==> src/hw/rtl/pld_pkg.sv <==
// shared types and constants of the positional list block
`timescale 1ns / 1ps

package pld_pkg;

	localparam int DATA_W       = 32;
	localparam int POS_W        = 7;
	localparam int OP_W         = 3;
	localparam int ST_W         = 3;
	localparam int CNT_OUT_W    = 7;
	localparam int TDATA_W      = 48;
	localparam int CAPACITY_DEF = 64;

	// operation codes carried in the input beat
	typedef enum logic [OP_W-1:0] {
		OP_INS_FRONT = 3'd0,
		OP_INS_BACK  = 3'd1,
		OP_INS_POS   = 3'd2,
		OP_DEL_FRONT = 3'd3,
		OP_DEL_BACK  = 3'd4,
		OP_DEL_POS   = 3'd5
	} op_t;

	// result status codes
	typedef enum logic [ST_W-1:0] {
		ST_OK               = 3'd0,
		ST_INVALID          = 3'd1,
		ST_OOB              = 3'd2,
		ST_EMPTY            = 3'd3,
		ST_INVALID_OR_EMPTY = 3'd4,
		ST_FULL             = 3'd5
	} status_t;

	// shift command broadcast to every cell of the row
	typedef struct packed {
		logic ins;
		logic del;
	} cell_cmd_t;

endpackage

==> src/hw/rtl/pld_cell.sv <==
// one storage cell of the list row, shifting towards either neighbour
`timescale 1ns / 1ps

module pld_cell #(
	parameter int CAPACITY = pld_pkg::CAPACITY_DEF,
	parameter int INDEX    = 0
) (
	input  logic                                clk,
	input  pld_pkg::cell_cmd_t                  cmd,
	input  logic [$clog2(CAPACITY)-1:0]         idx,
	input  logic [pld_pkg::DATA_W-1:0]          ins_value,
	input  logic [pld_pkg::DATA_W-1:0]          left,
	input  logic [pld_pkg::DATA_W-1:0]          right,
	output logic [pld_pkg::DATA_W-1:0]          entry,
	output logic [pld_pkg::DATA_W-1:0]          tap
);
	import pld_pkg::*;

	localparam int IW = $clog2(CAPACITY);
	localparam logic [IW-1:0] MY_IDX = IW'(INDEX);

	logic [DATA_W-1:0] entry_q;
	logic              hit;
	logic              after;

	// position of this cell relative to the operation point
	assign hit   = (idx == MY_IDX);
	assign after = (MY_IDX > idx);

	// insert opens a gap at idx, delete closes it from the right
	always_ff @(posedge clk) begin
		if (cmd.ins) begin
			if (hit) begin
				entry_q <= ins_value;
			end else if (after) begin
				entry_q <= left;
			end
		end else if (cmd.del && (hit || after)) begin
			entry_q <= right;
		end
	end

	assign entry = entry_q;
	// only the cell being deleted offers its value to the result
	assign tap   = (cmd.del && hit) ? entry_q : '0;

endmodule

==> config.mk <==
export PLATFORM = sky130hd
export DESIGN_NAME = pld_cell
export DESIGN_NICKNAME = d
export VERILOG_FILES = /design/src/hw/rtl/pld_pkg.sv /design/src/hw/rtl/pld_cell.sv
export SDC_FILE = /design/constraint.sdc
export NUM_CORES = 1
export LEC_CHECK = 0
export BUFFER_PORTS_ARGS = -buffer_cell sky130_fd_sc_hd__buf_4
export CAP_MARGIN = 25
export CORE_MARGIN = 8
export CORE_UTILIZATION = 35
export CTS_CLUSTER_DIAMETER = 150
export DETAILED_ROUTE_END_ITERATION = 6
export PLACE_DENSITY = 0.78
export SLEW_MARGIN = 25
export SYNTH_ARGS = -nofsm -noshare
export SYNTH_HDL_FRONTEND = slang
export SYNTH_SLANG_ARGS = --single-unit
==> constraint.sdc <==
create_clock -name clk -period 2.1 [get_ports clk]
set_input_delay 0.21 -clock clk [delete_from_list [all_inputs] [get_ports clk]]
set_output_delay 0.21 -clock clk [all_outputs]
set_load 0.01 [all_outputs]
==> results of run 1 <==
## path summary, 6_finish.rpt
kind	start	endpoint	depth (start not counted)
max	idx[3]	tap[14]	6
min	right[12]	entry[12]	3
## layer usage
metal	track usage [%]	wire [um]
met5	0	0
met4	5.73	105
met3	4.77	566
met2	32.4	4250
met1	21.6	3240
## through the flow
step                power [mW]  instances  utilization [%]  cell area, um2  worst slack [ps]
global route              1.66        454             61.9            3390               207
CTS                       1.60        454             61.9            3390               288
global placement          1.02        446             59.9            3280               307
detailed placement        1.03        446             59.9            3280               290
finish                    1.59        454             61.9            3390               297
floorplan                0.838        223                -            1980               167
## synthesized netlist by cell type (all sizes together)
cell / n / share of area (%)
o21ai: 32 / 8.1
clkbuf: 19 / 3.6
nor4: 1 / 0.63
nor2: 34 / 6.8
nand3: 32 / 8.1
and3: 32 / 10
or2: 1 / 0.32
edfxtp: 32 / 49
or4: 1 / 0.57
o21a: 1 / 0.38
a31oi: 32 / 10
buf: 6 / 2.5
## power by group
group	switching (mW)	leakage (nW)	internal, mW
registers	0.00328	0.298	0.715
logic	0.124	1.22	0.171
clock network	0.223	0.0552	0.352
total	0.350	1.58	1.24
## final cells by class
class                   count  area [um2]  area share [%]
clock buffers               6        72.6            2.14
clock inverters             2        35.0            1.03
multi-input cells         166         906            26.8
flip-flops and latches     32         961            28.4
well taps                  72        90.1            2.66
repair buffers            176        1320            39.0
## logic make-up (layout without fill, tap and decap cells)
kind of cell	Yosys count	in the layout	synth area share [%]
compound gates	65	65	18.6
buf+inv	25	184	6.08
flops	32	32	48.7
simple gates	101	101	26.6
## tightest hold or removal path, stage by stage
cell	delay (ps)
sky130_fd_sc_hd__buf_4	80
sky130_fd_sc_hd__nor2_1	30
sky130_fd_sc_hd__a31oi_1	120
==> impl_metrics.ini, run 1 <==
[clocking]
cts-root-buf = sky130_fd_sc_hd__clkbuf_8
cts_resized = 0
htree_levels = 2
tritoncts = done
cts_post_setup_buffers_inserted = 0
tritoncts_num_sinks = 32
postCtsHoldBufs = 0
clock_tree.buffer_depth = 2
tritoncts.num_buffers = 5
worst_setup_hold_path_clk_slew_ps = 70

[setup_path]
worst_setup_path_start_kind = primary input
end_kind = output port
worstPathArrival_ps = 1590
path_class = primary input to output port
crit_slowest_cell = sky130_fd_sc_hd__or4_4
worst-path-max-fanout = 32
worst_path_dominant_cell_family = simple AND/OR/NAND/NOR gates
crit_chain = buf_4 -> or4_4 -> nor2_4 -> buf_4 -> and3_1 -> buf_4
critical-path-max-stage-delay_ps = 550
worst_path_most_repeated_cell = sky130_fd_sc_hd__buf_4
cp_required_ps = 1890
critPathBufInv = 3

[drt]
drt_wl_total_mm = 8.17
detail_route.wl_per_cell_um = 18.0
drcViolationCount = 0
first_pass_drt_iterations = 4
detailed_route_iter0_violations = 138
dr_total_vias = 2338
drt.antenna.violating_nets = 0
viasPerCell = 5.15

[grt]
number_of_global_route_vias_before_repair = 2386
grt_pass1_wl_mm = 12.5
grt-ovfl-total = 0
grt_start_max_net_pins = 39
track_usage_pct = 18.5
antenna_found_initial = 0

[place]
port-buffer-count = 168
place_hpwl_mm = 6.28
finalWeightedCongestion = 0.864

[cells_and_area]
number_of_fill_cells_in_the_layout = 509
largest_register_ffs = 32
flow.area_growth_from_synthesis_pct = 71.5
finalNetCount = 486
commonest_non_fill_non_tap_cell_in_the_layout = sky130_fd_sc_hd__buf_4
antenna-diode-count = 0
drive_above_1_share_pct = 49.2

[timing]
fin_crit_sh_pct = 85.9
timing.final.crit_period_ps = 1800
transition_time_at_the_pin_with_the_least_slew_margin_ps = 414
achievable-frequency_mhz = 555
finalHoldViolations = 0
slew_headroom_pct = 72.4
finalMaxSlewViolations = 0
report.final.setup_viol = 0
finalSetupTns_ps = 0
grt_setup_unrepaired = false
holdWs_ps = 276

[synthesis]
yosysSeqAreaShare_pct = 48.7
synth_cell_type_count = 14
post_synth_inst_count = 223
postSynthRegisterBits = 32
yosysWarnings = 0
synth.net_count = 328
synth_area_per_cell_um2 = 8.85
synth.cell_area_mm2 = 0.00197

[die]
die_width_um = 91.1
placement_rows = 27
die_area_mm2 = 0.00830
fp.dieH_um = 91.1
starting_density_of_the_core_pct = 36.1
fp.coreArea_mm2 = 0.00547
ioPinCount = 169

[power]
worst_ir_drop_vdd_uv = 337
p_per_area_mw_per_mm2 = 469
cellLeakagePower_nw = 1.58

[min_path]
hold_path_class = primary input to register

[outcome]
outcome = finished, final reports clean

[job]
maxCapViolCount = 0
Note: power is estimated with default switching activity, not from simulation.
==> inputs of run 2 (changes only) <==
--- a/config.mk
+++ b/config.mk
@@ -8,10 +8,10 @@
 export BUFFER_PORTS_ARGS = -buffer_cell sky130_fd_sc_hd__buf_4
 export CAP_MARGIN = 25
 export CORE_MARGIN = 8
-export CORE_UTILIZATION = 35
+export CORE_UTILIZATION = 38
 export CTS_CLUSTER_DIAMETER = 150
 export DETAILED_ROUTE_END_ITERATION = 6
-export PLACE_DENSITY = 0.78
+export PLACE_DENSITY = 0.8
 export SLEW_MARGIN = 25
 export SYNTH_ARGS = -nofsm -noshare
 export SYNTH_HDL_FRONTEND = slang
==> constraint.sdc (replaced) <==
create_clock -name clk -period 2 [get_ports clk]
set_input_delay 0.2 -clock clk [delete_from_list [all_inputs] [get_ports clk]]
set_output_delay 0.2 -clock clk [all_outputs]
set_load 0.01 [all_outputs]
==> impl_metrics.ini, run 2 (synthesis results as in run 1) <==
[outcome]
outcome = finished, final reports clean

[place]
finalWeightedCongestion = 0.798
port-buffer-count = 168
place_hpwl_mm = 6.30

[cells_and_area]
largest_register_ffs = 32
commonest_non_fill_non_tap_cell_in_the_layout = sky130_fd_sc_hd__buf_4
drive_above_1_share_pct = 48.7
number_of_fill_cells_in_the_layout = 449
antenna-diode-count = 0
flow.area_growth_from_synthesis_pct = 70.6
finalNetCount = 486

[clocking]
tritoncts_num_sinks = 32
tritoncts.num_buffers = 5
cts_post_setup_buffers_inserted = 0
tritoncts = done
postCtsHoldBufs = 0
clock_tree.buffer_depth = 2
worst_setup_hold_path_clk_slew_ps = 60
cts_resized = 0
htree_levels = 2
cts-root-buf = sky130_fd_sc_hd__clkbuf_8

[timing]
finalHoldViolations = 0
achievable-frequency_mhz = 577
transition_time_at_the_pin_with_the_least_slew_margin_ps = 390
timing.final.crit_period_ps = 1730
finalMaxSlewViolations = 0
finalSetupTns_ps = 0
report.final.setup_viol = 0
fin_crit_sh_pct = 86.7
slew_headroom_pct = 74.0
grt_setup_unrepaired = false

[grt]
top_usage_layer = met2
track_usage_pct = 20.3
grt-ovfl-total = 0
number_of_global_route_vias_before_repair = 2384
globalRouteMet3Util_pct = 5.82
gr-usage-met2_pct = 34.7
grt_pass1_wl_mm = 12.2
grt_start_max_net_pins = 44
antenna_found_initial = 0
groute.layer.met1.usage_pct = 23.0

[drt]
first_pass_drt_iterations = 4
detail_route.wl_per_cell_um = 18.3
viasPerCell = 5.39
dr_total_vias = 2435
drt_wl_total_mm = 8.28
detailed_route_iter0_violations = 137
drt.antenna.violating_nets = 0
drcViolationCount = 0

[setup_path]
worstPathArrival_ps = 1530
crit_chain = buf_4 -> or4_4 -> nor2_4 -> buf_4 -> and3_1 -> buf_4
cp_required_ps = 1800
critical-path-max-stage-delay_ps = 550
worst-path-max-fanout = 21
worst_setup_path_start_kind = primary input
end_kind = output port
worst_path_most_repeated_cell = sky130_fd_sc_hd__buf_4
crit_slowest_cell = sky130_fd_sc_hd__or4_4
path_class = primary input to output port

[power]
power_switching_mw = 0.353
cellLeakagePower_nw = 1.56
power_frac_seq_pct = 49.5
power_switching_share_pct = 23.1
clockPowerShare_pct = 30.0
worst_ir_drop_vdd_uv = 339
p_comb_share_pct = 20.5
report.power.total_mw = 1.53
p_per_area_mw_per_mm2 = 453
cellInternalPower_mw = 1.17

[die]
die_width_um = 88.1
placement_rows = 26
ioPinCount = 169
fp.coreArea_mm2 = 0.00507
die_area_mm2 = 0.00776
starting_density_of_the_core_pct = 38.9
fp.dieH_um = 88.1

[min_path]
hold_path_class = primary input to register

[job]
maxCapViolCount = 0
[run 2: cell count changes in the layout (fill, tap and decap cells not counted), sizes merged]
| cell | change |
|---|---|
| clkbuf | +1 |
| bufinv | -1 |
[run 2: final cells by class]
| class | instances | area (um2) | share of cell area, % |
|---|---|---|---|
| Clock inverter | 1 | 3.75 | 0.111 |
| Clock buffer | 7 | 76.3 | 2.27 |
| Multi-Input combinational cell | 166 | 906 | 26.9 |
| Timing Repair Buffer | 176 | 1330 | 39.6 |
| Sequential cell | 32 | 961 | 28.5 |
| Tap cell | 70 | 87.6 | 2.60 |
[run 2: power by group through the flow]
stage	registers (mW)	clock network (mW)	logic [mW]
2_1_floorplan	0.771	0	0.110
3_3_place_gp	0.769	0	0.304
3_5_place_dp	0.769	0	0.312
4_1_cts	0.754	0.476	0.313
5_1_grt	0.754	0.511	0.342
6_report	0.754	0.458	0.313
[run 2: final timing paths]
| check | slack [ps] | start | endpoint | cells past startpoint |
|---|---|---|---|---|
| worst max-delay path | 270 | idx[3] | tap[16] | 6 |
| worst min-delay path | 270 | right[6] | entry[6] | 3 |
[run 2: critical path, delay by kind of cell]
kind | cells | cell delay (ps)
buf+inv | 3 | 470
simple gates | 3 | 860
[run 2: layer usage]
metal | vias up | routed length, um | share of wire [%]
met1 | 1143 | 3060 | 37
met3 | 14 | 814 | 9.8
met5 | - | 0 | 0
met4 | 0 | 159 | 1.9
met2 | 119 | 4250 | 51
li1 | 1159 | - | -
[run 2: through the flow]
step,instances,area [um2],utilization [%],hold slack [ps],setup WS [ps]
2_1_floorplan,223,1980,-,449,76.5
3_3_place_gp,444,3290,64.8,538,269
3_5_place_dp,444,3290,64.8,545,198
4_1_cts,452,3370,66.4,257,271
5_1_grt,452,3370,66.4,261,192
6_report,452,3370,66.4,270,266
