$ cat config.mk
export PLATFORM = sky130hd
export DESIGN_NAME = pld_ctrl
export DESIGN_NICKNAME = d
export VERILOG_FILES = /design/src/hw/rtl/pld_pkg.sv /design/src/hw/rtl/pld_ctrl.sv
export SDC_FILE = /design/constraint.sdc
export NUM_CORES = 1
export LEC_CHECK = 0
export ABC_AREA = 1
export BUFFER_PORTS_ARGS = -buffer_cell sky130_fd_sc_hd__buf_2
export CORE_MARGIN = 1
export CORE_UTILIZATION = 61
export DETAILED_ROUTE_END_ITERATION = 12
export PLACE_DENSITY = 0.94
export RECOVER_POWER = 100
export SLEW_MARGIN = 20
export SYNTH_ARGS = -nofsm -noshare
export SYNTH_HDL_FRONTEND = slang
export SYNTH_SLANG_ARGS = --single-unit
export TNS_END_PERCENT = 50
$ cat constraint.sdc
create_clock -name vclk -period 4.4
set_input_delay 0.44 -clock vclk [all_inputs]
set_output_delay 0.44 -clock vclk [all_outputs]
set_load 0.05 [all_outputs]
$ cat src/hw/rtl/pld_pkg.sv
// shared types and constants of the positional list block
`timescale 1ns / 1ps

package pld_pkg;

	localparam int DATA_W       = 32;
	localparam int POS_W        = 7;
	localparam int OP_W         = 3;
	localparam int ST_W         = 3;
	localparam int CNT_OUT_W    = 7;
	localparam int TDATA_W      = 48;
	localparam int CAPACITY_DEF = 64;

	// operation codes carried in the input beat
	typedef enum logic [OP_W-1:0] {
		OP_INS_FRONT = 3'd0,
		OP_INS_BACK  = 3'd1,
		OP_INS_POS   = 3'd2,
		OP_DEL_FRONT = 3'd3,
		OP_DEL_BACK  = 3'd4,
		OP_DEL_POS   = 3'd5
	} op_t;

	// result status codes
	typedef enum logic [ST_W-1:0] {
		ST_OK               = 3'd0,
		ST_INVALID          = 3'd1,
		ST_OOB              = 3'd2,
		ST_EMPTY            = 3'd3,
		ST_INVALID_OR_EMPTY = 3'd4,
		ST_FULL             = 3'd5
	} status_t;

	// shift command broadcast to every cell of the row
	typedef struct packed {
		logic ins;
		logic del;
	} cell_cmd_t;

endpackage

$ cat src/hw/rtl/pld_ctrl.sv
// operation decode: range checks, shift point and next entry count
`timescale 1ns / 1ps

module pld_ctrl #(
	parameter int CAPACITY = pld_pkg::CAPACITY_DEF
) (
	input  logic [pld_pkg::OP_W-1:0]            op,
	input  logic [pld_pkg::POS_W-1:0]           position,
	input  logic [$clog2(CAPACITY+1)-1:0]       count,
	output pld_pkg::cell_cmd_t                  cmd,
	output logic [$clog2(CAPACITY)-1:0]         idx,
	output pld_pkg::status_t                    status,
	output logic [$clog2(CAPACITY+1)-1:0]       next_count
);
	import pld_pkg::*;

	localparam int CW   = $clog2(CAPACITY+1);
	localparam int IW   = $clog2(CAPACITY);
	localparam int CMPW = ((CW > POS_W) ? CW : POS_W) + 1;

	logic [CMPW-1:0] pos_w;
	logic [CMPW-1:0] cnt_w;
	logic [CMPW-1:0] idx_w;
	logic            full;
	logic            empty;
	logic            pos_zero;

	assign pos_w    = CMPW'(position);
	assign cnt_w    = CMPW'(count);
	assign full     = (count == CW'(CAPACITY));
	assign empty    = (count == '0);
	assign pos_zero = (position == '0);

	// status and shift point per operation
	always_comb begin
		cmd    = '0;
		idx_w  = '0;
		status = ST_OK;
		case (op)
			OP_INS_FRONT: begin
				if (full) status = ST_FULL;
				else cmd.ins = 1'b1;
			end
			OP_INS_BACK: begin
				idx_w = cnt_w;
				if (full) status = ST_FULL;
				else cmd.ins = 1'b1;
			end
			OP_INS_POS: begin
				idx_w = pos_w - CMPW'(1);
				if (pos_zero) status = ST_INVALID;
				else if (pos_w > cnt_w + CMPW'(1)) status = ST_OOB;
				else if (full) status = ST_FULL;
				else cmd.ins = 1'b1;
			end
			OP_DEL_FRONT: begin
				if (empty) status = ST_EMPTY;
				else cmd.del = 1'b1;
			end
			OP_DEL_BACK: begin
				idx_w = cnt_w - CMPW'(1);
				if (empty) status = ST_EMPTY;
				else cmd.del = 1'b1;
			end
			OP_DEL_POS: begin
				idx_w = pos_w - CMPW'(1);
				if (empty || pos_zero) status = ST_INVALID_OR_EMPTY;
				else if (pos_w > cnt_w) status = ST_OOB;
				else cmd.del = 1'b1;
			end
			default: begin
				// unused codes leave the list alone
				status = ST_OK;
			end
		endcase
	end

	// the shift point is below the capacity whenever a shift happens
	assign idx = idx_w[IW-1:0];

	// entry count after the operation
	always_comb begin
		if (cmd.ins) next_count = count + CW'(1);
		else if (cmd.del) next_count = count - CW'(1);
		else next_count = count;
	end

endmodule

==> impl_metrics.prom, run 1 <==
# TYPE chip_impl_metric gauge
chip_impl_info{name="synth.cells.most_frequent",value="sky130_fd_sc_hd__nand2_1 (83), sky130_fd_sc_hd__nand3_1 (40), sky130_fd_sc_hd__inv_1 (34), sky130_fd_sc_hd__ha_1 (17), sky130_fd_sc_hd__nor2_1 (11)"} 1
chip_impl_metric{name="worst-slew-pin-transition",unit="ns"} 0.5947
chip_impl_metric{name="post_synthesis_net_count",unit=""} 284
chip_impl_metric{name="cts-resized-gates",unit=""} 0
chip_impl_metric{name="synth_sequential_area_ratio",unit=""} 0
chip_impl_metric{name="layout.filler_cells",unit=""} 210
chip_impl_metric{name="crit_arrival",unit="ns"} 3.10
chip_impl_metric{name="holdBufCountCts",unit=""} 0
chip_impl_info{name="status",value="finished clean"} 1
chip_impl_info{name="yosysMostFrequentCell",value="sky130_fd_sc_hd__nand2_1"} 1
chip_impl_metric{name="final_hold_viol_count",unit=""} 0
chip_impl_info{name="crit_chain",value="buf_2 -> ha_1 -> nand3_1 -> nor2_1 -> nand2_1 -> xor2_1 -> inv_1 -> ha_1 -> nand3_1 -> o21ai_0 -> inv_2 -> nand2_2 -> nand2_1 -> nand2_1 -> nand2_1 -> inv_2 -> clkbuf_1"} 1
chip_impl_metric{name="nNetsFinal",unit=""} 316
chip_impl_info{name="yosys.area.top_type",value="sky130_fd_sc_hd__nand2_1"} 1
chip_impl_metric{name="initial_core_util",unit=""} 0.6627
chip_impl_metric{name="post_route_cells_drive_above_1_share",unit=""} 0.1679
chip_impl_metric{name="ir_drop",unit="mV"} 0.1133
chip_impl_metric{name="grt_max_degree",unit=""} 12
chip_impl_metric{name="critical_path.max_fanout",unit=""} 8
chip_impl_metric{name="drcViolationCount",unit=""} 0
chip_impl_metric{name="critPathRequiredTime",unit="ns"} 3.96
chip_impl_metric{name="critPathMaxStageDelay",unit="ns"} 0.46
chip_impl_metric{name="final_min_period_over_clock_period",unit=""} 0.8048
chip_impl_metric{name="final.setup.worst_slack",unit="ns"} 0.8587
chip_impl_metric{name="timing.setup.tns",unit="ns"} 0
chip_impl_metric{name="synth_area",unit="mm^2"} 0.001340
chip_impl_metric{name="wire_per_inst",unit="um"} 10.84
chip_impl_metric{name="dr.first_iter.drc_count",unit=""} 48
chip_impl_info{name="worstHoldPathType",value="input port to output port"} 1
chip_impl_metric{name="total_leakage_power",unit="nW"} 0.9053
chip_impl_metric{name="post-route-util",unit=""} 0.7296
chip_impl_metric{name="grt_first_pass_wirelength",unit="mm"} 5.968
chip_impl_metric{name="detailedPlace.worstSlack",unit="ns"} 1.291
chip_impl_metric{name="setup_violations",unit=""} 0
chip_impl_metric{name="vias_per_cell",unit=""} 5.267
chip_impl_metric{name="floorplan.core_area",unit="mm^2"} 0.002022
chip_impl_metric{name="design.die.area",unit="mm^2"} 0.002388
chip_impl_metric{name="syn_to_final_growth",unit="%"} 10.08
chip_impl_metric{name="slew_headroom",unit=""} 0.6052
chip_impl_metric{name="power_density",unit="mW/mm^2"} 150.9
chip_impl_metric{name="initial_antenna_violation_count",unit=""} 0
chip_impl_metric{name="seq_area",unit="um^2"} 0
chip_impl_metric{name="diodes",unit=""} 0
chip_impl_metric{name="area_of_the_multi_input_gates",unit="mm^2"} 0.001121
chip_impl_info{name="setup.worst_path.class",value="input port to output port"} 1
chip_impl_info{name="critical-path-top-delay-family",value="simple AND/OR/NAND/NOR gates"} 1
chip_impl_metric{name="post_synth_num_cell_types",unit=""} 26
chip_impl_metric{name="global_route.usage.total",unit=""} 0.2997
chip_impl_info{name="cp_slowest_cell",value="sky130_fd_sc_hd__clkbuf_1"} 1
chip_impl_info{name="yosys-top-cells-area",value="sky130_fd_sc_hd__nand2_1 (23%), sky130_fd_sc_hd__ha_1 (16%), sky130_fd_sc_hd__nand3_1 (15%), sky130_fd_sc_hd__inv_1 (9.5%), sky130_fd_sc_hd__xor2_1 (5.9%)"} 1
chip_impl_info{name="critical_path.endpoint_type",value="output port"} 1
chip_impl_metric{name="post-dp-hpwl",unit="mm"} 2.868
chip_impl_metric{name="post_synth.cell_area_avg",unit="um^2"} 5.360
chip_impl_metric{name="num_rows",unit=""} 16
chip_impl_metric{name="n_sequential_cell",unit=""} 0
chip_impl_metric{name="firstDrtPassIters",unit=""} 4
chip_impl_metric{name="via_count",unit=""} 1617
chip_impl_metric{name="cts.repair_timing.setup_buffer_count",unit=""} 0
chip_impl_metric{name="final.min_clock_period",unit="ns"} 3.541
chip_impl_info{name="rsz0062_at_grt",value="false"} 1
chip_impl_metric{name="final_cell_count_no_fill",unit=""} 307
chip_impl_metric{name="design.portCount",unit=""} 35
chip_impl_metric{name="placedCellCount",unit=""} 307
chip_impl_metric{name="die_width",unit="um"} 48.87
chip_impl_metric{name="maxCapViolations",unit=""} 0
chip_impl_metric{name="gpl_congestion",unit=""} 0.9241
chip_impl_metric{name="grt_pass1_vias",unit=""} 1440
chip_impl_metric{name="hold-worst-slack",unit="ns"} 1.362
chip_impl_metric{name="io_buffer_count",unit=""} 35
chip_impl_metric{name="final-max-slew-violation-count",unit=""} 0
chip_impl_metric{name="detail-route-antenna-nets",unit=""} 0
chip_impl_metric{name="drt-total-wl",unit="mm"} 3.327
chip_impl_metric{name="netlist_instances",unit=""} 250
chip_impl_metric{name="path_buf_inv",unit=""} 5
chip_impl_metric{name="synthesis.yosys.warnings",unit=""} 0
chip_impl_info{name="cp_common_cell",value="sky130_fd_sc_hd__nand2_1"} 1
chip_impl_info{name="start_kind",value="input port"} 1
chip_impl_metric{name="die_height",unit="um"} 48.87
chip_impl_metric{name="timing.fmax",unit="MHz"} 282.4
chip_impl_metric{name="grt_overflow_total",unit=""} 0
chip_impl_metric{name="layout.clock_buffers",unit=""} 0
chip_impl_metric{name="proportion_of_netlist_area_held_by_the_largest_area_contributor",unit=""} 0.2325
-- power breakdown --
group | total [W] | switching, W | internal, W
combinational | 0.000223 | 0.000163 | 0.0000598
clock | 0 | 0 | 0
sequential | 0 | 0 | 0
-- per-stage QoR --
stage          power [W]  instance area (um^2)
2_1_floorplan  0.0001778                  1340
3_3_place_gp   0.0002220                  1509
3_5_place_dp   0.0002260                  1509
4_1_cts        0.0002269                  1509
5_1_grt        0.0002458                  1475
6_report       0.0002226                  1475
-- final timing paths --
path	from	to	slack (ns)	depth (start not counted)
setup / recovery	count[0]	cmd[1]	0.86	17
hold / removal	count[5]	idx[5]	1.36	4
-- routing by layer --
metal	vias up	routed length (um)	GRT usage
li1	863	-	-
met1	709	1544	0.3952
met2	41	1625	0.5579
met3	4	114	0
met4	0	41	0.03431
met5	-	0	0
-- area by class of cell --
type / instances / area share
timing repair buffer: 35 / 0.1077
multi-input combinational: 202 / 0.7600
inverter: 43 / 0.1094
tap: 27 / 0.02290
-- logic make-up after synthesis --
| kind of cell | Yosys count | synth area share |
|---|---|---|
| compound gates | 18 | 0.07283 |
| simple gates | 158 | 0.5593 |
| fa+ha+maj | 17 | 0.1587 |
| buf+inv | 48 | 0.1503 |
| xor+xnor | 9 | 0.05883 |
-- cells in the final DEF (no fill, tap or decap), drive strengths merged --
cell     n
clkbuf  13
nor3     3
o22ai    3
nand3   42
ha      17
xor2     9
o21ai    8
buf     22
nand4    2
inv     42
nand3b   1
clkinv   1
a21oi    7
nand2   95
nor2    15
No activity file was read; power rests on OpenSTA's default activity.
==> run 2: changes to the inputs <==
- CORE_UTILIZATION: 61 -> 57
- PLACE_DENSITY: 0.94 -> 0.89
- clock period: 4.4 -> 3.67 ns (I/O delays scaled with it)
==> run 2 against run 1 <==
Effect of this change: worst setup slack worse by 0.38 ns; non-clock buffer count stayed put; worst hold slack worse by 0.072 ns; die area is 6.7% higher; highest routed layer is now met3.
==> impl_metrics.prom, run 2 (synthesized netlist as in run 1, its figures left out) <==
# TYPE chip_impl_metric gauge
chip_impl_info{name="cp_slowest_cell",value="sky130_fd_sc_hd__clkbuf_1"} 1
chip_impl_metric{name="maxCapViolations",unit=""} 0
chip_impl_metric{name="num_rows",unit=""} 17
chip_impl_metric{name="share_seq_of_total_power",unit=""} 0
chip_impl_metric{name="final_hold_viol_count",unit=""} 0
chip_impl_metric{name="worst-slew-pin-transition",unit="ns"} 0.6097
chip_impl_metric{name="slew_headroom",unit=""} 0.5953
chip_impl_metric{name="nNetsFinal",unit=""} 316
chip_impl_metric{name="drcViolationCount",unit=""} 0
chip_impl_info{name="route.top_layer_used",value="met3"} 1
chip_impl_info{name="rsz0062_at_grt",value="false"} 1
chip_impl_metric{name="design.portCount",unit=""} 35
chip_impl_metric{name="design.die.area",unit="mm^2"} 0.002549
chip_impl_metric{name="total_leakage_power",unit="nW"} 0.8969
chip_impl_info{name="timing.hold.worst_endpoint",value="idx[2]"} 1
chip_impl_info{name="status",value="finished clean"} 1
chip_impl_metric{name="vias_per_cell",unit=""} 5.308
chip_impl_info{name="critical_path.endpoint_type",value="output port"} 1
chip_impl_metric{name="crit_arrival",unit="ns"} 2.82
chip_impl_metric{name="final.setup.worst_slack",unit="ns"} 0.4812
chip_impl_metric{name="io_buffer_count",unit=""} 35
chip_impl_metric{name="grt_pass1_vias",unit=""} 1409
chip_impl_metric{name="critPathRequiredTime",unit="ns"} 3.30
chip_impl_metric{name="layout.clock_buffers",unit=""} 0
chip_impl_metric{name="wire_per_inst",unit="um"} 10.94
chip_impl_info{name="worstHoldPathType",value="input port to output port"} 1
chip_impl_metric{name="detail-route-antenna-nets",unit=""} 0
chip_impl_metric{name="seq_area",unit="um^2"} 0
chip_impl_info{name="worst_hold_startpoint",value="count[2]"} 1
chip_impl_info{name="commonest_non_fill_non_tap_cells_in_the_layout",value="sky130_fd_sc_hd__nand2_1 (84), sky130_fd_sc_hd__nand3_1 (41), sky130_fd_sc_hd__inv_1 (34)"} 1
chip_impl_metric{name="critical_path.max_fanout",unit=""} 8
chip_impl_metric{name="ir_drop",unit="mV"} 0.1185
chip_impl_metric{name="cell_internal_pwr",unit="W"} 0.00007067
chip_impl_metric{name="timing.setup.tns",unit="ns"} 0
chip_impl_metric{name="final.min_clock_period",unit="ns"} 3.189
chip_impl_metric{name="timing.fmax",unit="MHz"} 313.6
chip_impl_metric{name="hold_path_depth",unit=""} 4
chip_impl_info{name="start_kind",value="input port"} 1
chip_impl_metric{name="n_sequential_cell",unit=""} 0
chip_impl_metric{name="cts.repair_timing.setup_buffer_count",unit=""} 0
chip_impl_metric{name="finalPower",unit="W"} 0.0002665
chip_impl_info{name="crit_chain",value="buf_2 -> ha_1 -> nand3_1 -> nor2_1 -> nand2_1 -> xor2_1 -> inv_1 -> ha_1 -> nand3_1 -> o21ai_1 -> inv_2 -> nand2_2 -> nand2_1 -> nand2_2 -> nand3_1 -> nand2_1 -> clkbuf_1"} 1
chip_impl_metric{name="cts-resized-gates",unit=""} 0
chip_impl_metric{name="drt-total-wl",unit="mm"} 3.371
chip_impl_metric{name="grt_first_pass_wirelength",unit="mm"} 5.858
chip_impl_info{name="setup.worst_path.class",value="input port to output port"} 1
chip_impl_metric{name="comb_power_share",unit=""} 1.000
chip_impl_metric{name="pwr-share-clk",unit=""} 0
chip_impl_metric{name="final-max-slew-violation-count",unit=""} 0
chip_impl_metric{name="grt_max_degree",unit=""} 12
chip_impl_metric{name="switching_share_of_power",unit=""} 0.7348
chip_impl_metric{name="post_route_cells_drive_above_1_share",unit=""} 0.1643
chip_impl_metric{name="dr.first_iter.drc_count",unit=""} 43
chip_impl_metric{name="grt_overflow_total",unit=""} 0
chip_impl_metric{name="via_count",unit=""} 1635
chip_impl_metric{name="diodes",unit=""} 0
chip_impl_metric{name="post-dp-hpwl",unit="mm"} 2.830
chip_impl_metric{name="initial_core_util",unit=""} 0.6058
chip_impl_metric{name="firstDrtPassIters",unit=""} 5
chip_impl_metric{name="power_density",unit="mW/mm^2"} 179.7
chip_impl_metric{name="floorplan.core_area",unit="mm^2"} 0.002212
chip_impl_metric{name="post-route-util",unit=""} 0.6702
chip_impl_metric{name="wirelength_met1",unit="mm"} 1.628
chip_impl_metric{name="initial_antenna_violation_count",unit=""} 0
chip_impl_metric{name="die_height",unit="um"} 50.49
chip_impl_metric{name="holdBufCountCts",unit=""} 0
chip_impl_metric{name="final_min_period_over_clock_period",unit=""} 0.8689
chip_impl_metric{name="met3RoutedLength",unit="um"} 105
chip_impl_metric{name="detailedPlace.worstSlack",unit="ns"} 0.7176
chip_impl_metric{name="global_route.usage.total",unit=""} 0.2823
chip_impl_metric{name="die_width",unit="um"} 50.49
chip_impl_metric{name="routed_length_on_met2",unit="mm"} 1.636
chip_impl_metric{name="setup_violations",unit=""} 0
chip_impl_metric{name="gpl_congestion",unit=""} 0.9113
chip_impl_metric{name="syn_to_final_growth",unit="%"} 10.64
chip_impl_info{name="most_common_cell_after_layout_fill_and_taps_aside",value="sky130_fd_sc_hd__nand2_1"} 1
chip_impl_metric{name="hold-worst-slack",unit="ns"} 1.290
chip_impl_metric{name="critPathMaxStageDelay",unit="ns"} 0.46
chip_impl_metric{name="power_switching",unit="W"} 0.0001958
-- run 2: changes by cell type in the layout (fill, tap and decap cells not counted), sizes merged --
cell and delta:
buf -3, clkbuf +3
-- run 2: per-layer routing --
| layer | up-vias | track usage |
|---|---|---|
| li1 | 857 | - |
| met1 | 733 | 0.3741 |
| met2 | 45 | 0.5289 |
| met3 | 0 | 0.006061 |
| met4 | 0 | 0.009259 |
| met5 | - | 0 |
-- run 2: worst max path at each step --
stage / from / to / cells after the start / slack [ns]
2_1_floorplan: count[0] / next_count[5] / 15 / 1.03
5_1_grt: count[0] / next_count[5] / 19 / 0.23
3_5_place_dp: count[0] / next_count[2] / 17 / 0.72
3_3_place_gp: count[0] / next_count[2] / 17 / 0.80
4_1_cts: count[0] / next_count[2] / 17 / 0.71
6_report: count[0] / next_count[2] / 17 / 0.48
-- run 2: final cells by class --
type	count	area [um^2]
fill	246	729.5
inverter	43	161.4
multi-input combinational	202	1131
tap	28	35.03
timing repair buffer	35	155.1
-- run 2: power by group through the flow --
| stage | clock network (W) | logic, W | registers [W] |
|---|---|---|---|
| finish | 0 | 0.000266 | 0 |
| global route | 0 | 0.000295 | 0 |
| CTS | 0 | 0.000271 | 0 |
| detailed placement | 0 | 0.000270 | 0 |
| global placement | 0 | 0.000267 | 0 |
| floorplan | 0 | 0.000213 | 0 |
-- run 2: through the flow --
stage / instances / area (um^2)
floorplan: 250 / 1340
global placement: 308 / 1510
detailed placement: 308 / 1510
CTS: 308 / 1510
global route: 308 / 1483
finish: 308 / 1483
-- run 2: worst max-delay path: cells and delay by family --
kind | cells | cell delay (ns)
buffers and inverters | 4 | 0.73
adders and majority gates | 2 | 0.49
xor gates and xnor gates | 1 | 0.18
and+or+nand+nor | 9 | 0.88
AOI/OAI and AO/OA | 1 | 0.17
==> run 3: changes to the inputs <==
--- a/config.mk
+++ b/config.mk
@@ -6,10 +6,9 @@
 export NUM_CORES = 1
 export LEC_CHECK = 0
-export ABC_AREA = 1
 export BUFFER_PORTS_ARGS = -buffer_cell sky130_fd_sc_hd__buf_2
 export CORE_MARGIN = 1
 export CORE_UTILIZATION = 57
 export DETAILED_ROUTE_END_ITERATION = 12
-export PLACE_DENSITY = 0.89
+export PLACE_DENSITY = 0.9
 export RECOVER_POWER = 100
 export SLEW_MARGIN = 20
==> constraint.sdc (replaced) <==
create_clock -name vclk -period 3.67
set_input_delay 0.734 -clock vclk [all_inputs]
set_output_delay 0.734 -clock vclk [all_outputs]
set_load 0.05 [all_outputs]
==> run 3 against run 2 <==
Effect of this change: the run now fails in clock tree synthesis; synthesized area down 3.6%; synthesized cell count down 26%.
==> impl_metrics.prom, run 3 <==
# TYPE chip_impl_metric gauge
chip_impl_info{name="status",value="did not finish"} 1
chip_impl_info{name="haltStage",value="clock tree synthesis"} 1
chip_impl_info{name="error",value="[ERROR DPL-0038] Utilization greater than 100%, impossible to legalize"} 1
chip_impl_info{name="yosys.area.top_type",value="sky130_fd_sc_hd__ha_1"} 1
chip_impl_metric{name="proportion_of_netlist_area_held_by_the_largest_area_contributor",unit=""} 0.1647
chip_impl_metric{name="die_width",unit="um"} 49.60
chip_impl_metric{name="synthMuxAreaShare",unit=""} 0.05233
chip_impl_metric{name="synth_xor_area_frac",unit=""} 0.1017
chip_impl_metric{name="post-dp-hpwl",unit="mm"} 4.442
chip_impl_metric{name="synthesis.yosys.warnings",unit=""} 0
chip_impl_metric{name="holdBufCountCts",unit=""} 0
chip_impl_metric{name="num_rows",unit=""} 16
chip_impl_metric{name="io_buffer_count",unit=""} 35
chip_impl_metric{name="netlist_instances",unit=""} 185
chip_impl_metric{name="design.portCount",unit=""} 35
chip_impl_info{name="largest_family_of_logic_cells_by_synthesized_area",value="compound AO/OA/AOI/OAI gates"} 1
chip_impl_metric{name="post_synth_num_cell_types",unit=""} 54
chip_impl_metric{name="gpl_congestion",unit=""} 0.9392
chip_impl_metric{name="synth_area",unit="mm^2"} 0.001291
chip_impl_metric{name="post_synth_fa_ha_maj_area_fraction",unit=""} 0.1647
chip_impl_info{name="yosys-top-cells-area",value="sky130_fd_sc_hd__ha_1 (16%), sky130_fd_sc_hd__xnor2_1 (8.8%), sky130_fd_sc_hd__a21oi_1 (6.2%), sky130_fd_sc_hd__o21ai_0 (4.3%), sky130_fd_sc_hd__inv_1 (3.5%)"} 1
chip_impl_info{name="synth.cells.most_frequent",value="sky130_fd_sc_hd__ha_1 (17), sky130_fd_sc_hd__a21oi_1 (16), sky130_fd_sc_hd__xnor2_1 (13), sky130_fd_sc_hd__inv_1 (12), sky130_fd_sc_hd__nand2_1 (12)"} 1
chip_impl_metric{name="cts-resized-gates",unit=""} 60
chip_impl_metric{name="post_synth.cell_area_avg",unit="um^2"} 6.980
chip_impl_metric{name="initial_core_util",unit=""} 0.6324
chip_impl_metric{name="die_height",unit="um"} 49.60
chip_impl_metric{name="cts.repair_timing.setup_buffer_count",unit=""} 10
chip_impl_metric{name="placedCellCount",unit=""} 277
chip_impl_metric{name="synth_compound_area_frac",unit=""} 0.3372
chip_impl_info{name="yosysMostFrequentCell",value="sky130_fd_sc_hd__ha_1"} 1
chip_impl_metric{name="simple_gate_portion_of_the_synthesized_area",unit=""} 0.2568
chip_impl_metric{name="post_synthesis_net_count",unit=""} 219
chip_impl_metric{name="synth_sequential_area_ratio",unit=""} 0
[run 3: changes by cell type after synthesis, moves of 9 or more]
cell                      before  now
sky130_fd_sc_hd__xnor2_1       0   13
sky130_fd_sc_hd__inv_1        34   12
sky130_fd_sc_hd__a21oi_1       7   16
sky130_fd_sc_hd__o21ai_0       2   11
sky130_fd_sc_hd__nand2_1      83   12
sky130_fd_sc_hd__nand3_1      40    7
[run 3: logic make-up after synthesis]
logic type | Yosys count
xor+xnor | 15
compound gates | 63
buf+inv | 24
mux | 6
simple gates | 60
fa+ha+maj | 17
[run 3: per-stage QoR]
step | setup slack (ns) | area, um^2 | util | setup TNS [ns]
2_1_floorplan | -0.5535 | 1463 | - | -3.989
3_3_place_gp | -0.3621 | 1901 | 0.9308 | -2.458
3_5_place_dp | -0.5634 | 1901 | 0.9308 | -4.049
==> run 4: changes to the inputs <==
- CORE_AREA: unset -> 2 2 63 65
- CORE_MARGIN: 1 -> unset
- CORE_UTILIZATION: 57 -> unset
- DIE_AREA: unset -> 0 0 65 67
- PLACE_DENSITY: 0.9 -> unset
- PLACE_DENSITY_LB_ADDON: unset -> 0.15
==> run 4 against run 3 <==
Effect of this change: the flow now finishes, with violations (setup timing); synthesized cell count is the same; synthesized area is the same.
==> impl_metrics.prom, run 4 <==
# TYPE chip_impl_metric gauge
chip_impl_metric{name="via_count",unit=""} 1741
chip_impl_metric{name="slew_headroom",unit=""} 0.6070
chip_impl_metric{name="crit_arrival",unit="ns"} 3.18
chip_impl_metric{name="proportion_of_netlist_area_held_by_the_largest_area_contributor",unit=""} 0.1647
chip_impl_metric{name="initial_antenna_violation_count",unit=""} 0
chip_impl_metric{name="post_synth.cell_area_avg",unit="um^2"} 6.980
chip_impl_metric{name="netlist_instances",unit=""} 185
chip_impl_metric{name="setup_violations",unit=""} 10
chip_impl_info{name="yosysMostFrequentCell",value="sky130_fd_sc_hd__ha_1"} 1
chip_impl_metric{name="initial_core_util",unit=""} 0.3581
chip_impl_metric{name="critPathMaxStageDelay",unit="ns"} 0.34
chip_impl_metric{name="critPathRequiredTime",unit="ns"} 2.94
chip_impl_info{name="synth.cells.most_frequent",value="sky130_fd_sc_hd__ha_1 (17), sky130_fd_sc_hd__a21oi_1 (16), sky130_fd_sc_hd__xnor2_1 (13), sky130_fd_sc_hd__inv_1 (12), sky130_fd_sc_hd__nand2_1 (12)"} 1
chip_impl_metric{name="final.min_clock_period",unit="ns"} 3.913
chip_impl_metric{name="seq_area",unit="um^2"} 0
chip_impl_info{name="yosys-top-cells-area",value="sky130_fd_sc_hd__ha_1 (16%), sky130_fd_sc_hd__xnor2_1 (8.8%), sky130_fd_sc_hd__a21oi_1 (6.2%), sky130_fd_sc_hd__o21ai_0 (4.3%), sky130_fd_sc_hd__inv_1 (3.5%)"} 1
chip_impl_metric{name="gpl_congestion",unit=""} 0.9839
chip_impl_metric{name="wire_per_inst",unit="um"} 15.96
chip_impl_metric{name="n_sequential_cell",unit=""} 0
chip_impl_metric{name="grt_first_pass_wirelength",unit="mm"} 8.197
chip_impl_metric{name="synthesis.yosys.warnings",unit=""} 0
chip_impl_metric{name="post-dp-hpwl",unit="mm"} 3.994
chip_impl_info{name="most_common_cell_after_layout_fill_and_taps_aside",value="sky130_fd_sc_hd__buf_4"} 1
chip_impl_info{name="setup.worst_path.class",value="input port to output port"} 1
chip_impl_metric{name="total_leakage_power",unit="nW"} 0.9719
chip_impl_metric{name="drt-total-wl",unit="mm"} 4.948
chip_impl_info{name="commonest_non_fill_non_tap_cells_in_the_layout",value="sky130_fd_sc_hd__buf_4 (56), sky130_fd_sc_hd__ha_1 (15), sky130_fd_sc_hd__a21oi_1 (14), sky130_fd_sc_hd__buf_2 (14), sky130_fd_sc_hd__nand2_1 (11)"} 1
chip_impl_metric{name="global_route.usage.total",unit=""} 0.2367
chip_impl_info{name="critical-path-top-delay-family",value="compound AO/OA/AOI/OAI gates"} 1
chip_impl_info{name="cp_slowest_cell",value="sky130_fd_sc_hd__or3_4"} 1
chip_impl_metric{name="dr.first_iter.drc_count",unit=""} 150
chip_impl_metric{name="final-max-slew-violation-count",unit=""} 0
chip_impl_info{name="cp_common_cell",value="sky130_fd_sc_hd__buf_8"} 1
chip_impl_metric{name="critical_path_depth",unit=""} 13
chip_impl_metric{name="grt_pass1_vias",unit=""} 1637
chip_impl_info{name="yosys.area.top_type",value="sky130_fd_sc_hd__ha_1"} 1
chip_impl_metric{name="die_height",unit="um"} 67
chip_impl_metric{name="hold-worst-slack",unit="ns"} 1.939
chip_impl_metric{name="final.setup.worst_slack",unit="ns"} -0.2427
chip_impl_info{name="worst_hold_startpoint",value="count[3]"} 1
chip_impl_metric{name="critical_path.max_fanout",unit=""} 4
chip_impl_info{name="start_kind",value="input port"} 1
chip_impl_metric{name="io_buffer_count",unit=""} 35
chip_impl_metric{name="detailedPlace.worstSlack",unit="ns"} -0.4210
chip_impl_metric{name="drcViolationCount",unit=""} 0
chip_impl_metric{name="worst-slew-pin-transition",unit="ns"} 0.5921
chip_impl_metric{name="timing.fmax",unit="MHz"} 255.6
chip_impl_metric{name="final_hold_viol_count",unit=""} 0
chip_impl_metric{name="synth_sequential_area_ratio",unit=""} 0
chip_impl_metric{name="power_density",unit="mW/mm^2"} 174.5
chip_impl_info{name="rsz0062_at_grt",value="true"} 1
chip_impl_metric{name="num_rows",unit=""} 22
chip_impl_metric{name="ir_drop",unit="mV"} 0.07085
chip_impl_metric{name="post_route_cells_drive_above_1_share",unit=""} 0.4809
chip_impl_metric{name="holdBufCountCts",unit=""} 0
chip_impl_info{name="critical_path.endpoint_type",value="output port"} 1
chip_impl_metric{name="final_min_period_over_clock_period",unit=""} 1.066
chip_impl_metric{name="path_buf_inv",unit=""} 3
chip_impl_metric{name="post_synthesis_net_count",unit=""} 219
chip_impl_metric{name="design.portCount",unit=""} 35
chip_impl_metric{name="firstDrtPassIters",unit=""} 4
chip_impl_info{name="failing_checks",value="setup timing"} 1
chip_impl_info{name="critical_path.endpoint",value="next_count[4]"} 1
chip_impl_metric{name="design.die.area",unit="mm^2"} 0.004355
chip_impl_info{name="source_of_the_critical_timing_path",value="count[3]"} 1
chip_impl_metric{name="detail-route-antenna-nets",unit=""} 0
chip_impl_metric{name="grt_overflow_total",unit=""} 0
chip_impl_metric{name="grt_max_degree",unit=""} 27
chip_impl_info{name="worstHoldPathType",value="input port to output port"} 1
chip_impl_metric{name="layout.clock_buffers",unit=""} 0
chip_impl_info{name="status",value="finished with violations"} 1
chip_impl_metric{name="area_of_the_multi_input_gates",unit="mm^2"} 0.001390
chip_impl_metric{name="layout.filler_cells",unit=""} 332
chip_impl_info{name="crit_chain",value="buf_8 -> nand2_4 -> nor4_4 -> xnor2_1 -> ha_1 -> a21o_1 -> a221oi_2 -> a21oi_2 -> a221oi_4 -> buf_6 -> nor4_1 -> or3_4 -> buf_8"} 1
chip_impl_metric{name="synth_area",unit="mm^2"} 0.001291
chip_impl_metric{name="maxCapViolations",unit=""} 0
chip_impl_metric{name="floorplan.core_area",unit="mm^2"} 0.003606
chip_impl_metric{name="die_width",unit="um"} 65
chip_impl_metric{name="vias_per_cell",unit=""} 5.616
chip_impl_metric{name="nNetsFinal",unit=""} 298
chip_impl_metric{name="diodes",unit=""} 0
chip_impl_metric{name="post_synth_num_cell_types",unit=""} 54
chip_impl_metric{name="syn_to_final_growth",unit="%"} 67.25
-- run 4: logic make-up after synthesis --
group / count (synthesis) / synth area share
muxes: 6 / 0.05232
AOI/OAI and AO/OA: 63 / 0.3372
xor gates and xnor gates: 15 / 0.1017
adders and majority gates: 17 / 0.1647
and+or+nand+nor: 60 / 0.2568
buffers and inverters: 24 / 0.08720
-- run 4: how the worst min path moves through the flow --
stage | cells past startpoint | end | slack (ns)
floorplan | 1 | next_count[0] | 1.58
detailed placement | 3 | idx[0] | 1.89
global route | 4 | next_count[3] | 1.95
CTS | 3 | idx[0] | 1.89
finish | 4 | next_count[3] | 1.94
global placement | 3 | idx[0] | 1.87
-- run 4: power by group --
group	leakage, nW	internal, W	switching, W
Clock	0	0	0
Combinational	0.972	0.000162	0.000215
Sequential	0	0	0
Total	0.972	0.000162	0.000215
-- run 4: per-stage QoR --
stage / power, W / instances / TNS [ns] / instance area, um^2 / utilization
floorplan: 0.0002276 / 185 / -3.989 / 1463 / -
detailed placement: 0.0003365 / 306 / -2.869 / 1974 / 0.5475
finish: 0.0003769 / 310 / -1.336 / 2160 / 0.5989
global route: 0.0004007 / 310 / -2.489 / 2160 / 0.5989
global placement: 0.0003287 / 306 / -2.092 / 1974 / 0.5475
CTS: 0.0003730 / 310 / -1.033 / 2162 / 0.5996
-- run 4: routing by layer --
layer | vias up | GRT usage | wire, um
li1 | 850 | - | -
met1 | 806 | 0.3089 | 2098
met2 | 73 | 0.4356 | 2520
met3 | 12 | 0.003378 | 237
met4 | 0 | 0.04787 | 91
met5 | - | 0 | 0
-- run 4: timing repair --
action                     4_1_cts  5_1_grt
gates cloned                     0        0
setup endpoints to repair       11       11
buffers inserted                 4        0
gates resized for setup         44        2
pin swaps                       15        0
-- run 4: final cells by class --
type / instances / area share
multi-input cells: 161 / 0.6437
repair buffers: 88 / 0.3048
inverters: 13 / 0.02375
well taps: 48 / 0.02781
